==> src/design/nec_tx_pkg.sv <==
// Shared types and constants for the NEC infrared frame transmitter.
// Used by every module of the block; no dependencies.
package nec_tx_pkg;

  // Defaults for the top level parameters
  localparam int BUFFER_BYTES_DEF = 16;
  localparam int TICK_US_DEF      = 560;

  // Field and state widths
  localparam int CMD_W       = 2;
  localparam int INDEX_W     = 4;
  localparam int BYTE_W      = 8;
  localparam int FRAME_W     = 5;
  localparam int REPEAT_W    = 8;
  localparam int ELAPSED_W   = 17;
  localparam int BIT_POS_W   = 3;

  // Phase lengths in microseconds
  localparam int LEADER_MARK_US = 8950;
  localparam int LEADER_GAP_US  = 4450;
  localparam int BIT_MARK_US    = 560;
  localparam int ONE_GAP_US     = 1680;
  localparam int ZERO_GAP_US    = 560;
  localparam int STOP_MARK_US   = 560;
  localparam int STOP_GAP_US    = 560;
  localparam int PAUSE_US       = 100240;
  localparam int LAST_BIT       = 7;

  typedef enum logic [CMD_W-1:0] {
    CMD_TICK  = 2'd0,
    CMD_WRITE = 2'd1,
    CMD_START = 2'd2,
    CMD_STOP  = 2'd3
  } cmd_e;

  // Configuration register index (paddr[2])
  typedef enum logic {
    REG_FRAME_BYTES  = 1'b0,
    REG_REPEAT_COUNT = 1'b1
  } reg_idx_e;

  // One result transaction
  typedef struct packed {
    logic carrier_on;
    logic status_led;
    logic done_res;
    logic busy_res;
  } result_t;

endpackage

==> src/design/nec_tx_buffer.sv <==
// Frame byte buffer: one write port, one registered read port.
// Write-first forwarding so a write shows on the next read at once.
// Depends on nec_tx_pkg.
module nec_tx_buffer #(
  parameter int BUFFER_BYTES = nec_tx_pkg::BUFFER_BYTES_DEF,
  parameter int POS_W        = $clog2(BUFFER_BYTES + 1)
) (
  input  logic                             clk_i,
  input  logic                             we_i,
  input  logic [nec_tx_pkg::INDEX_W-1:0]   waddr_i,
  input  logic [nec_tx_pkg::BYTE_W-1:0]    wdata_i,
  input  logic [POS_W-1:0]                 raddr_i,
  output logic [nec_tx_pkg::BYTE_W-1:0]    rdata_o
);

  localparam int AW = (BUFFER_BYTES > 1) ? $clog2(BUFFER_BYTES) : 1;

  logic [nec_tx_pkg::BYTE_W-1:0] mem [BUFFER_BYTES];
  logic [nec_tx_pkg::BYTE_W-1:0] rdata_q;
  logic                          w_ok;
  logic                          r_ok;
  logic [AW-1:0]                 waddr;
  logic [AW-1:0]                 raddr;

  // Out-of-range writes are dropped
  assign w_ok  = we_i && (32'(waddr_i) < 32'(BUFFER_BYTES));
  assign r_ok  = 32'(raddr_i) < 32'(BUFFER_BYTES);
  assign waddr = AW'(waddr_i);
  assign raddr = AW'(raddr_i);

  always_ff @(posedge clk_i) begin
    if (w_ok) begin
      mem[waddr] <= wdata_i;
    end
  end

  always_ff @(posedge clk_i) begin
    if (!r_ok) begin
      rdata_q <= '0;
    end else if (w_ok && (waddr == raddr)) begin
      rdata_q <= wdata_i;
    end else begin
      rdata_q <= mem[raddr];
    end
  end

  assign rdata_o = rdata_q;

endmodule

==> src/design/nec_tx_fsm.sv <==
// Frame sequencer: phase timer, bit/byte counters, repeat counter.
// Updates on each accepted transaction; depends on nec_tx_pkg.
module nec_tx_fsm #(
  parameter int BUFFER_BYTES = nec_tx_pkg::BUFFER_BYTES_DEF,
  parameter int TICK_US      = nec_tx_pkg::TICK_US_DEF,
  parameter int POS_W        = $clog2(BUFFER_BYTES + 1)
) (
  input  logic                              clk_i,
  input  logic                              rst_ni,
  input  logic                              accept_i,
  input  nec_tx_pkg::cmd_e                  cmd_i,
  input  logic [nec_tx_pkg::FRAME_W-1:0]    frame_bytes_i,
  input  logic [nec_tx_pkg::REPEAT_W-1:0]   repeat_count_i,
  input  logic [nec_tx_pkg::BYTE_W-1:0]     rd_byte_i,
  output logic [POS_W-1:0]                  byte_pos_next_o,
  output nec_tx_pkg::result_t               result_o
);

  localparam int EW = nec_tx_pkg::ELAPSED_W;
  localparam int BW = nec_tx_pkg::BIT_POS_W;

  typedef enum logic [2:0] {
    PH_IDLE      = 3'd0,
    PH_LEAD_MARK = 3'd1,
    PH_LEAD_GAP  = 3'd2,
    PH_DATA_MARK = 3'd3,
    PH_DATA_GAP  = 3'd4,
    PH_STOP_MARK = 3'd5,
    PH_STOP_GAP  = 3'd6,
    PH_PAUSE     = 3'd7
  } phase_e;

  phase_e                            phase_q, phase_d;
  logic [EW-1:0]                     elapsed_q, elapsed_d;
  logic                              gap_long_q, gap_long_d;
  logic [POS_W-1:0]                  byte_pos_q, byte_pos_d;
  logic [BW-1:0]                     bit_pos_q, bit_pos_d;
  logic [nec_tx_pkg::REPEAT_W-1:0]   repeats_q, repeats_d;
  logic                              carrier_q, carrier_d;
  logic                              led_q, led_d;
  logic                              done_d;

  logic [EW-1:0]                     elapsed_sum;
  logic [EW-1:0]                     gap_len;
  logic [POS_W-1:0]                  eff_size;
  logic [POS_W-1:0]                  byte_pos_inc;
  logic                              cur_bit;

  assign elapsed_sum  = elapsed_q + EW'(TICK_US);
  assign gap_len      = gap_long_q ? EW'(nec_tx_pkg::ONE_GAP_US)
                                   : EW'(nec_tx_pkg::ZERO_GAP_US);
  assign byte_pos_inc = byte_pos_q + POS_W'(1);
  assign cur_bit      = rd_byte_i[BW'(nec_tx_pkg::LAST_BIT) - bit_pos_q];

  // Frame length: zero sends one byte, oversize saturates to the buffer
  always_comb begin
    if (frame_bytes_i == '0) begin
      eff_size = POS_W'(1);
    end else if (32'(frame_bytes_i) > 32'(BUFFER_BYTES)) begin
      eff_size = POS_W'(BUFFER_BYTES);
    end else begin
      eff_size = POS_W'(frame_bytes_i);
    end
  end

  always_comb begin
    phase_d    = phase_q;
    elapsed_d  = elapsed_q;
    gap_long_d = gap_long_q;
    byte_pos_d = byte_pos_q;
    bit_pos_d  = bit_pos_q;
    repeats_d  = repeats_q;
    carrier_d  = carrier_q;
    led_d      = led_q;
    done_d     = 1'b0;
    if (accept_i) begin
      unique case (cmd_i)
        nec_tx_pkg::CMD_TICK: begin
          if (phase_q != PH_IDLE) begin
            elapsed_d = elapsed_sum;
          end
          unique case (phase_q)
            PH_IDLE: begin
            end
            PH_LEAD_MARK: begin
              if (elapsed_sum >= EW'(nec_tx_pkg::LEADER_MARK_US)) begin
                elapsed_d = '0;
                carrier_d = 1'b0;
                phase_d   = PH_LEAD_GAP;
              end
            end
            PH_LEAD_GAP: begin
              if (elapsed_sum >= EW'(nec_tx_pkg::LEADER_GAP_US)) begin
                elapsed_d = '0;
                carrier_d = 1'b1;
                phase_d   = PH_DATA_MARK;
              end
            end
            PH_DATA_MARK: begin
              if (elapsed_sum >= EW'(nec_tx_pkg::BIT_MARK_US)) begin
                elapsed_d  = '0;
                carrier_d  = 1'b0;
                phase_d    = PH_DATA_GAP;
                gap_long_d = cur_bit;
              end
            end
            PH_DATA_GAP: begin
              if (elapsed_sum >= gap_len) begin
                elapsed_d = '0;
                carrier_d = 1'b1;
                phase_d   = PH_DATA_MARK;
                if (bit_pos_q == BW'(nec_tx_pkg::LAST_BIT)) begin
                  bit_pos_d  = '0;
                  byte_pos_d = byte_pos_inc;
                  if (byte_pos_inc >= eff_size) begin
                    phase_d = PH_STOP_MARK;
                  end
                end else begin
                  bit_pos_d = bit_pos_q + BW'(1);
                end
              end
            end
            PH_STOP_MARK: begin
              if (elapsed_sum >= EW'(nec_tx_pkg::STOP_MARK_US)) begin
                elapsed_d = '0;
                carrier_d = 1'b0;
                phase_d   = PH_STOP_GAP;
              end
            end
            PH_STOP_GAP: begin
              if (elapsed_sum >= EW'(nec_tx_pkg::STOP_GAP_US)) begin
                elapsed_d = '0;
                led_d     = 1'b1;
                phase_d   = PH_PAUSE;
              end
            end
            PH_PAUSE: begin
              if (elapsed_sum >= EW'(nec_tx_pkg::PAUSE_US)) begin
                elapsed_d = '0;
                led_d     = 1'b0;
                repeats_d = repeats_q - nec_tx_pkg::REPEAT_W'(1);
                if (repeats_q == 8'd1) begin
                  phase_d = PH_IDLE;
                  done_d  = 1'b1;
                end else begin
                  byte_pos_d = '0;
                  bit_pos_d  = '0;
                  carrier_d  = 1'b1;
                  phase_d    = PH_LEAD_MARK;
                end
              end
            end
            default: begin
            end
          endcase
        end
        nec_tx_pkg::CMD_WRITE: begin
          // buffer write handled by the buffer module
        end
        nec_tx_pkg::CMD_START: begin
          repeats_d  = repeat_count_i;
          led_d      = 1'b0;
          gap_long_d = 1'b0;
          byte_pos_d = '0;
          bit_pos_d  = '0;
          elapsed_d  = '0;
          carrier_d  = 1'b1;
          phase_d    = PH_LEAD_MARK;
        end
        nec_tx_pkg::CMD_STOP: begin
          phase_d   = PH_IDLE;
          carrier_d = 1'b0;
          led_d     = 1'b0;
        end
        default: begin
        end
      endcase
    end
  end

  always_ff @(posedge clk_i or negedge rst_ni) begin
    if (!rst_ni) begin
      phase_q    <= PH_IDLE;
      elapsed_q  <= '0;
      gap_long_q <= 1'b0;
      byte_pos_q <= '0;
      bit_pos_q  <= '0;
      repeats_q  <= '0;
      carrier_q  <= 1'b0;
      led_q      <= 1'b0;
    end else begin
      phase_q    <= phase_d;
      elapsed_q  <= elapsed_d;
      gap_long_q <= gap_long_d;
      byte_pos_q <= byte_pos_d;
      bit_pos_q  <= bit_pos_d;
      repeats_q  <= repeats_d;
      carrier_q  <= carrier_d;
      led_q      <= led_d;
    end
  end

  // Buffer read address tracks the next byte position
  assign byte_pos_next_o     = byte_pos_d;
  assign result_o.carrier_on = carrier_d;
  assign result_o.status_led = led_d;
  assign result_o.done_res   = done_d;
  assign result_o.busy_res   = (phase_d != PH_IDLE);

endmodule

==> src/design/nec_tx_out_fifo.sv <==
// Two-entry result queue between the sequencer and the output channel.
// Depends on nec_tx_pkg.
module nec_tx_out_fifo (
  input  logic                 clk_i,
  input  logic                 rst_ni,
  input  logic                 push_i,
  input  nec_tx_pkg::result_t  push_data_i,
  input  logic                 pop_i,
  output logic                 full_o,
  output logic                 valid_o,
  output nec_tx_pkg::result_t  data_o
);

  nec_tx_pkg::result_t entry_q [2];
  logic                wr_ptr_q;
  logic                rd_ptr_q;
  logic [1:0]          count_q;

  always_ff @(posedge clk_i) begin
    if (push_i) begin
      entry_q[wr_ptr_q] <= push_data_i;
    end
  end

  always_ff @(posedge clk_i or negedge rst_ni) begin
    if (!rst_ni) begin
      wr_ptr_q <= 1'b0;
      rd_ptr_q <= 1'b0;
      count_q  <= '0;
    end else begin
      if (push_i) begin
        wr_ptr_q <= ~wr_ptr_q;
      end
      if (pop_i) begin
        rd_ptr_q <= ~rd_ptr_q;
      end
      if (push_i && !pop_i) begin
        count_q <= count_q + 2'd1;
      end else if (pop_i && !push_i) begin
        count_q <= count_q - 2'd1;
      end
    end
  end

  assign full_o  = count_q[1];
  assign valid_o = (count_q != '0);
  assign data_o  = entry_q[rd_ptr_q];

endmodule

==> src/design/nec_ir_frame_transmitter_core.sv <==
// NEC infrared frame transmitter, top level; uses nec_tx_pkg, buffer, fsm and result queue.
// Each accepted input pushes its result into the result queue, which drives the output channel.
// Throughput: one transaction per cycle; a two-entry result queue holds results
// while the output stalls, and input stalls only when that queue is full.
// Reset (rst_ni, async, active low): idle, counters and out_valid_o cleared,
// frame_bytes = 4, repeat_count = 1; the frame buffer and result queue entries hold no reset value.
module nec_ir_frame_transmitter_core #(
  parameter int BUFFER_BYTES = nec_tx_pkg::BUFFER_BYTES_DEF,
  parameter int TICK_US      = nec_tx_pkg::TICK_US_DEF
) (
  input  logic                             clk_i,
  input  logic                             rst_ni,
  // APB-style configuration port
  input  logic                             psel,
  input  logic                             penable,
  input  logic                             pwrite,
  input  logic [2:0]                       paddr,
  input  logic [31:0]                      pwdata,
  output logic [31:0]                      prdata,
  output logic                             pready,
  // input channel
  input  logic                             in_valid_i,
  output logic                             in_stall_o,
  input  logic [nec_tx_pkg::CMD_W-1:0]     cmd_i,
  input  logic [nec_tx_pkg::INDEX_W-1:0]   byte_index_i,
  input  logic [nec_tx_pkg::BYTE_W-1:0]    byte_value_i,
  // output channel
  output logic                             out_valid_o,
  input  logic                             out_stall_i,
  output logic                             carrier_on_o,
  output logic                             status_led_o,
  output logic                             done_res_o,
  output logic                             busy_res_o
);

  localparam int POS_W = $clog2(BUFFER_BYTES + 1);

  logic [nec_tx_pkg::FRAME_W-1:0]  frame_bytes_q;
  logic [nec_tx_pkg::REPEAT_W-1:0] repeat_count_q;
  logic                            cfg_wr;
  nec_tx_pkg::reg_idx_e            cfg_idx;

  logic                            accept;
  logic                            pop;
  logic                            fifo_full;
  nec_tx_pkg::cmd_e                cmd;
  logic [POS_W-1:0]                rd_addr;
  logic [nec_tx_pkg::BYTE_W-1:0]   rd_byte;
  nec_tx_pkg::result_t             result_next;
  nec_tx_pkg::result_t             result_out;

  // ---------------------------------------------------------------------
  // Configuration registers: written in the APB access phase, no wait states
  // ---------------------------------------------------------------------
  assign pready  = 1'b1;
  assign cfg_wr  = psel && penable && pwrite;
  assign cfg_idx = nec_tx_pkg::reg_idx_e'(paddr[2]);

  always_ff @(posedge clk_i or negedge rst_ni) begin
    if (!rst_ni) begin
      frame_bytes_q  <= nec_tx_pkg::FRAME_W'(4);
      repeat_count_q <= nec_tx_pkg::REPEAT_W'(1);
    end else if (cfg_wr) begin
      unique case (cfg_idx)
        nec_tx_pkg::REG_FRAME_BYTES:  frame_bytes_q  <= pwdata[nec_tx_pkg::FRAME_W-1:0];
        nec_tx_pkg::REG_REPEAT_COUNT: repeat_count_q <= pwdata[nec_tx_pkg::REPEAT_W-1:0];
        default: begin
        end
      endcase
    end
  end

  always_comb begin
    unique case (cfg_idx)
      nec_tx_pkg::REG_FRAME_BYTES:  prdata = 32'(frame_bytes_q);
      nec_tx_pkg::REG_REPEAT_COUNT: prdata = 32'(repeat_count_q);
      default:                      prdata = '0;
    endcase
  end

  // ---------------------------------------------------------------------
  // Handshake: input stalls only when both result slots are occupied
  // ---------------------------------------------------------------------
  assign in_stall_o = fifo_full;
  assign accept     = in_valid_i && !fifo_full;
  assign pop        = out_valid_o && !out_stall_i;
  assign cmd        = nec_tx_pkg::cmd_e'(cmd_i);

  // Byte buffer; read port follows the sequencer's next byte position so
  // the byte is ready by the time its bits go out
  nec_tx_buffer #(
    .BUFFER_BYTES (BUFFER_BYTES),
    .POS_W        (POS_W)
  ) u_buffer (
    .clk_i   (clk_i),
    .we_i    (accept && (cmd == nec_tx_pkg::CMD_WRITE)),
    .waddr_i (byte_index_i),
    .wdata_i (byte_value_i),
    .raddr_i (rd_addr),
    .rdata_o (rd_byte)
  );

  // Phase sequencer; result fields reflect state after the transaction
  nec_tx_fsm #(
    .BUFFER_BYTES (BUFFER_BYTES),
    .TICK_US      (TICK_US),
    .POS_W        (POS_W)
  ) u_fsm (
    .clk_i           (clk_i),
    .rst_ni          (rst_ni),
    .accept_i        (accept),
    .cmd_i           (cmd),
    .frame_bytes_i   (frame_bytes_q),
    .repeat_count_i  (repeat_count_q),
    .rd_byte_i       (rd_byte),
    .byte_pos_next_o (rd_addr),
    .result_o        (result_next)
  );

  // Result queue, one entry per accepted transaction
  nec_tx_out_fifo u_out_fifo (
    .clk_i       (clk_i),
    .rst_ni      (rst_ni),
    .push_i      (accept),
    .push_data_i (result_next),
    .pop_i       (pop),
    .full_o      (fifo_full),
    .valid_o     (out_valid_o),
    .data_o      (result_out)
  );

  assign carrier_on_o = result_out.carrier_on;
  assign status_led_o = result_out.status_led;
  assign done_res_o   = result_out.done_res;
  assign busy_res_o   = result_out.busy_res;

`ifndef ASSERT_OFF
  // done marks the end of the last frame, so the block is idle with it
  a_done_idle: assert property (@(posedge clk_i) disable iff (!rst_ni)
    (out_valid_o && done_res_o) |-> (!busy_res_o && !carrier_on_o && !status_led_o))
    else $error("done reported while still busy");

  // LED is only on in the pause, where the carrier is off
  a_led_pause: assert property (@(posedge clk_i) disable iff (!rst_ni)
    (out_valid_o && status_led_o) |-> (busy_res_o && !carrier_on_o))
    else $error("status LED outside the inter-frame pause");

  // a start always leaves the block busy with the carrier on
  a_start_busy: assert property (@(posedge clk_i) disable iff (!rst_ni)
    (accept && (cmd == nec_tx_pkg::CMD_START)) |->
      (result_next.busy_res && result_next.carrier_on && !result_next.status_led))
    else $error("start did not begin a frame");
`endif

endmodule
==> config.mk <==
export PLATFORM = sky130hd
export DESIGN_NAME = nec_ir_frame_transmitter_core
export DESIGN_NICKNAME = d
export VERILOG_FILES = /design/src/design/nec_tx_pkg.sv /design/src/design/nec_tx_buffer.sv /design/src/design/nec_tx_fsm.sv /design/src/design/nec_tx_out_fifo.sv /design/src/design/nec_ir_frame_transmitter_core.sv
export SDC_FILE = /design/constraint.sdc
export NUM_CORES = 1
export LEC_CHECK = 0
export BUFFER_PORTS_ARGS = -buffer_cell sky130_fd_sc_hd__buf_2
export CAP_MARGIN = 15
export CORE_AREA = 2 2 185 187
export DETAILED_ROUTE_END_ITERATION = 7
export DIE_AREA = 0 0 187 189
export PLACE_DENSITY_LB_ADDON = 0.15
export SETUP_SLACK_MARGIN = 0.3
export SYNTH_ARGS = -nofsm -noshare
export SYNTH_HDL_FRONTEND = slang
export SYNTH_SLANG_ARGS = --single-unit
==> constraint.sdc <==
create_clock -name clk_i -period 10.7 [get_ports clk_i]
set_input_delay 1.07 -clock clk_i [delete_from_list [all_inputs] [get_ports clk_i]]
set_output_delay 1.07 -clock clk_i [all_outputs]
set_load 0.02 [all_outputs]
==> results.toml <==
[clocking]
cts_resized = 0
cts_sinks = 196
tritoncts = "done"
hold_buffers = 0
cts_setup_buffers = 0
clkSlewWorstSetupHoldPaths_ns = 0.08
cts-root-buf = "clkbuf_16"
cts_buffer_depth = 2
insertion_delay_ns = 0.45
cts_max_level = 4
cts_made_buffers = 17

[final_layout]
fillers = 3387
final_layout_size_suffix_gt1_frac = 0.141
fin_area_um2 = 11000
n_antenna_cell = 0
syn2layout_area_growth_pct = 11.6
nets = 976

[detailed_routing]
wl_per_cell_um = 19.0
vias = 6886
routed_wl_um = 25900
drc_errors = 0
first_pass_iters = 7
ant_nets = 0
drtIter0Drc = 446
viasPerCell = 5.05

[critical_path]
cp_data_arrival_time_ns = 5.90
cp_max_fo = 39
r2r_setup_slack_ns = 5.14
crit_type = "flip-flop to flip-flop"
r2r_end = "u_buffer.rdata_o[5]"
reg2reg_depth = 19
critical_path.endpoint = "u_buffer.rdata_o[5]"
crit_required_ns = 11.04
critPathLaunchType = "flip-flop"
reg2reg_from = "u_fsm.elapsed_q[4]"
crit_start = "u_fsm.elapsed_q[4]"
end_kind = "flip-flop"

[timing]
holdWs_ns = 0.490
hold_violations = 0
slew_violations = 0
slew_headroom = 0.246
period_minus_slack_ns = 5.56
fmax_mhz = 180
rsz0062_at_grt = "no"
period_share = 0.519
setup_viol = 0
worst_slew_pin_slew_ns = 1.12
finalClockSkew_ns = 0.0131
fin_setup_tns_ns = 0

[power]
p_int_uw = 1530
switching_share = 0.373
pwr-share-clk = 0.269
seq_power_share = 0.423
ir_drop_uv = 125
combinationalPowerShare = 0.307
totalPowerFinal_uw = 2440
p_per_area_nw_per_um2 = 221
leakagePower_uw = 0.00407
power_switching_uw = 912

[worst_hold_path]
hold_path.class = "flip-flop to flip-flop"

[yosys]
synth_async_sr_flop_share = 0.265
synth_edf_count = 136
synth_area_leaders = "edfxtp_1 (41%), dfrtp_1 (13%), nand2_1 (3.8%)"
yosysSeqAreaShare = 0.560
synth_cells = 881
synth_area_um2 = 9900
ys.warnings.count = 0
syn_avg_cell_area_um2 = 11.2
synth_cell_type_count = 74
yosysMostFrequentCell = "edfxtp_1"
synth_top_area_share = 0.412
ys_top_cells_by_count = "edfxtp_1 (136), nand2_1 (99), nor2_1 (65), dfrtp_1 (50), o21ai_0 (48)"
ys.flop_type = "edfxtp_1"
ys_ff_latch = 196
yosys.area.top_type = "edfxtp_1"

[floorplan]
boundaryPins = 95
num_rows = 67
die_w_um = 187
dieArea_um2 = 35300
initial_core_util = 0.298
die_h_um = 189
core_um2 = 33300

[outcome]
status = "finished clean"

[grt]
globalRouteMet3Util = 0.0241
use_met2 = 0.260
grt_max_degree = 53
overflow = 0
grt.total_usage = 0.148
antenna_found_initial = 0
grt_pass1_vias = 6734
grt-busiest-layer = "met2"
grtUsageMet1 = 0.194
grt_pass1_wl_um = 40300

[placement]
portBuffers = 43
finalWeightedCongestion = 0.777
place_area_um2 = 10400
dp.final_hpwl_um = 17300

[job]
drv_cap = 0
==> power groups by stage <==
stage	clock network, uW	logic [uW]	registers (uW)
after global routing	702	840	1050
after CTS	674	753	1030
after global placement	0	745	1050
final	658	751	1030
after detailed placement	0	748	1050
after floorplan	0	611	976
==> worst min path at each step <==
stage | startpoint | endpoint | slack [ns] | depth (start not counted)
finish | u_out_fifo.wr_ptr_q | u_out_fifo.wr_ptr_q | 0.49 | 1
global route | u_out_fifo.wr_ptr_q | u_out_fifo.wr_ptr_q | 0.52 | 1
CTS | u_out_fifo.wr_ptr_q | u_out_fifo.wr_ptr_q | 0.49 | 1
detailed placement | u_out_fifo.wr_ptr_q | u_out_fifo.wr_ptr_q | 0.48 | 1
global placement | u_out_fifo.wr_ptr_q | u_out_fifo.wr_ptr_q | 0.48 | 1
floorplan | u_out_fifo.wr_ptr_q | u_out_fifo.wr_ptr_q | 0.46 | 1
==> critical path: stages, from the launching register on <==
cell and delay [ns]:
dfrtp_1 0.49, inv_1 0.21, ha_1 0.45, and4b_1 0.30
nor2_1 0.24, xnor2_1 0.20, ha_1 0.28, inv_1 0.05
a211oi_1 0.06, a311oi_4 0.46, nand2_1 0.33, a41o_1 0.32
nand2_1 0.06, buf_4 0.38, inv_2 0.32, buf_4 0.40
mux2i_1 0.19, a32oi_1 0.33, nand4_1 0.20, o311ai_1 0.16
==> placed cells by master, fill, tap and decap left out, drive strengths merged, types with 19 or more instances in the layout <==
cell type	synthesis	layout
a21oi	26	26
mux2i	37	37
nand3	19	19
nand4	21	21
nor3	21	21
mux2	21	21
conb	2	25
buf	38	56
o21ai	52	52
dfrtp	50	50
a32oi	31	31
nor2	67	67
edfxtp	136	136
nand2	99	99
inv	38	44
==> through the flow <==
step	setup slack, ns	cells	util
after floorplan	6.42	904	-
after global placement	5.10	1332	0.314
after detailed placement	5.03	1332	0.314
after CTS	5.02	1363	0.332
after global routing	4.73	1364	0.332
final	5.14	1364	0.332
==> flip-flops by register name (all words and copies together), names as in the netlist <==
name,cells
u_buffer.mem,128
u_fsm.elapsed_q,13
repeat_count_q,8
u_buffer.rdata_o,8
u_fsm.repeats_q,8
u_out_fifo.entry_q,8
frame_bytes_q,5
u_fsm.byte_pos_q,5
u_fsm.bit_pos_q,3
u_fsm.phase_q,3
u_out_fifo.count_q,2
u_fsm.carrier_q,1
u_fsm.gap_long_q,1
u_fsm.led_q,1
u_out_fifo.rd_ptr_q,1
u_out_fifo.wr_ptr_q,1
==> per-layer routing <==
metal	vias up	wire [um]
li1	3293	-
met1	3450	12000
met2	127	13000
met3	16	721
met4	0	195
met5	-	0
==> kinds of logic after synthesis <==
kind of cell               count (synthesis)  share of synthesized area
and+or+nand+nor                          286                      0.138
DFF                                      196                      0.560
AOI/OAI and AO/OA                        185                      0.134
buffers and inverters                    113                     0.0565
muxes                                     62                     0.0708
xor gates and xnor gates                  21                     0.0193
adders and majority gates                 16                     0.0202
other                                      2                   0.000758
==> final cells by class <==
class | count | area (um2) | share of cell area
Multi-Input combinational cell | 595 | 3890 | 0.352
Clock buffer | 18 | 429 | 0.0388
Clock inverter | 13 | 163 | 0.0147
Inverter | 38 | 143 | 0.0129
Sequential cell | 196 | 5550 | 0.502
Tap cell | 448 | 561 | 0.0507
Timing Repair Buffer | 56 | 317 | 0.0286
(Power assumes the default switching activity.)
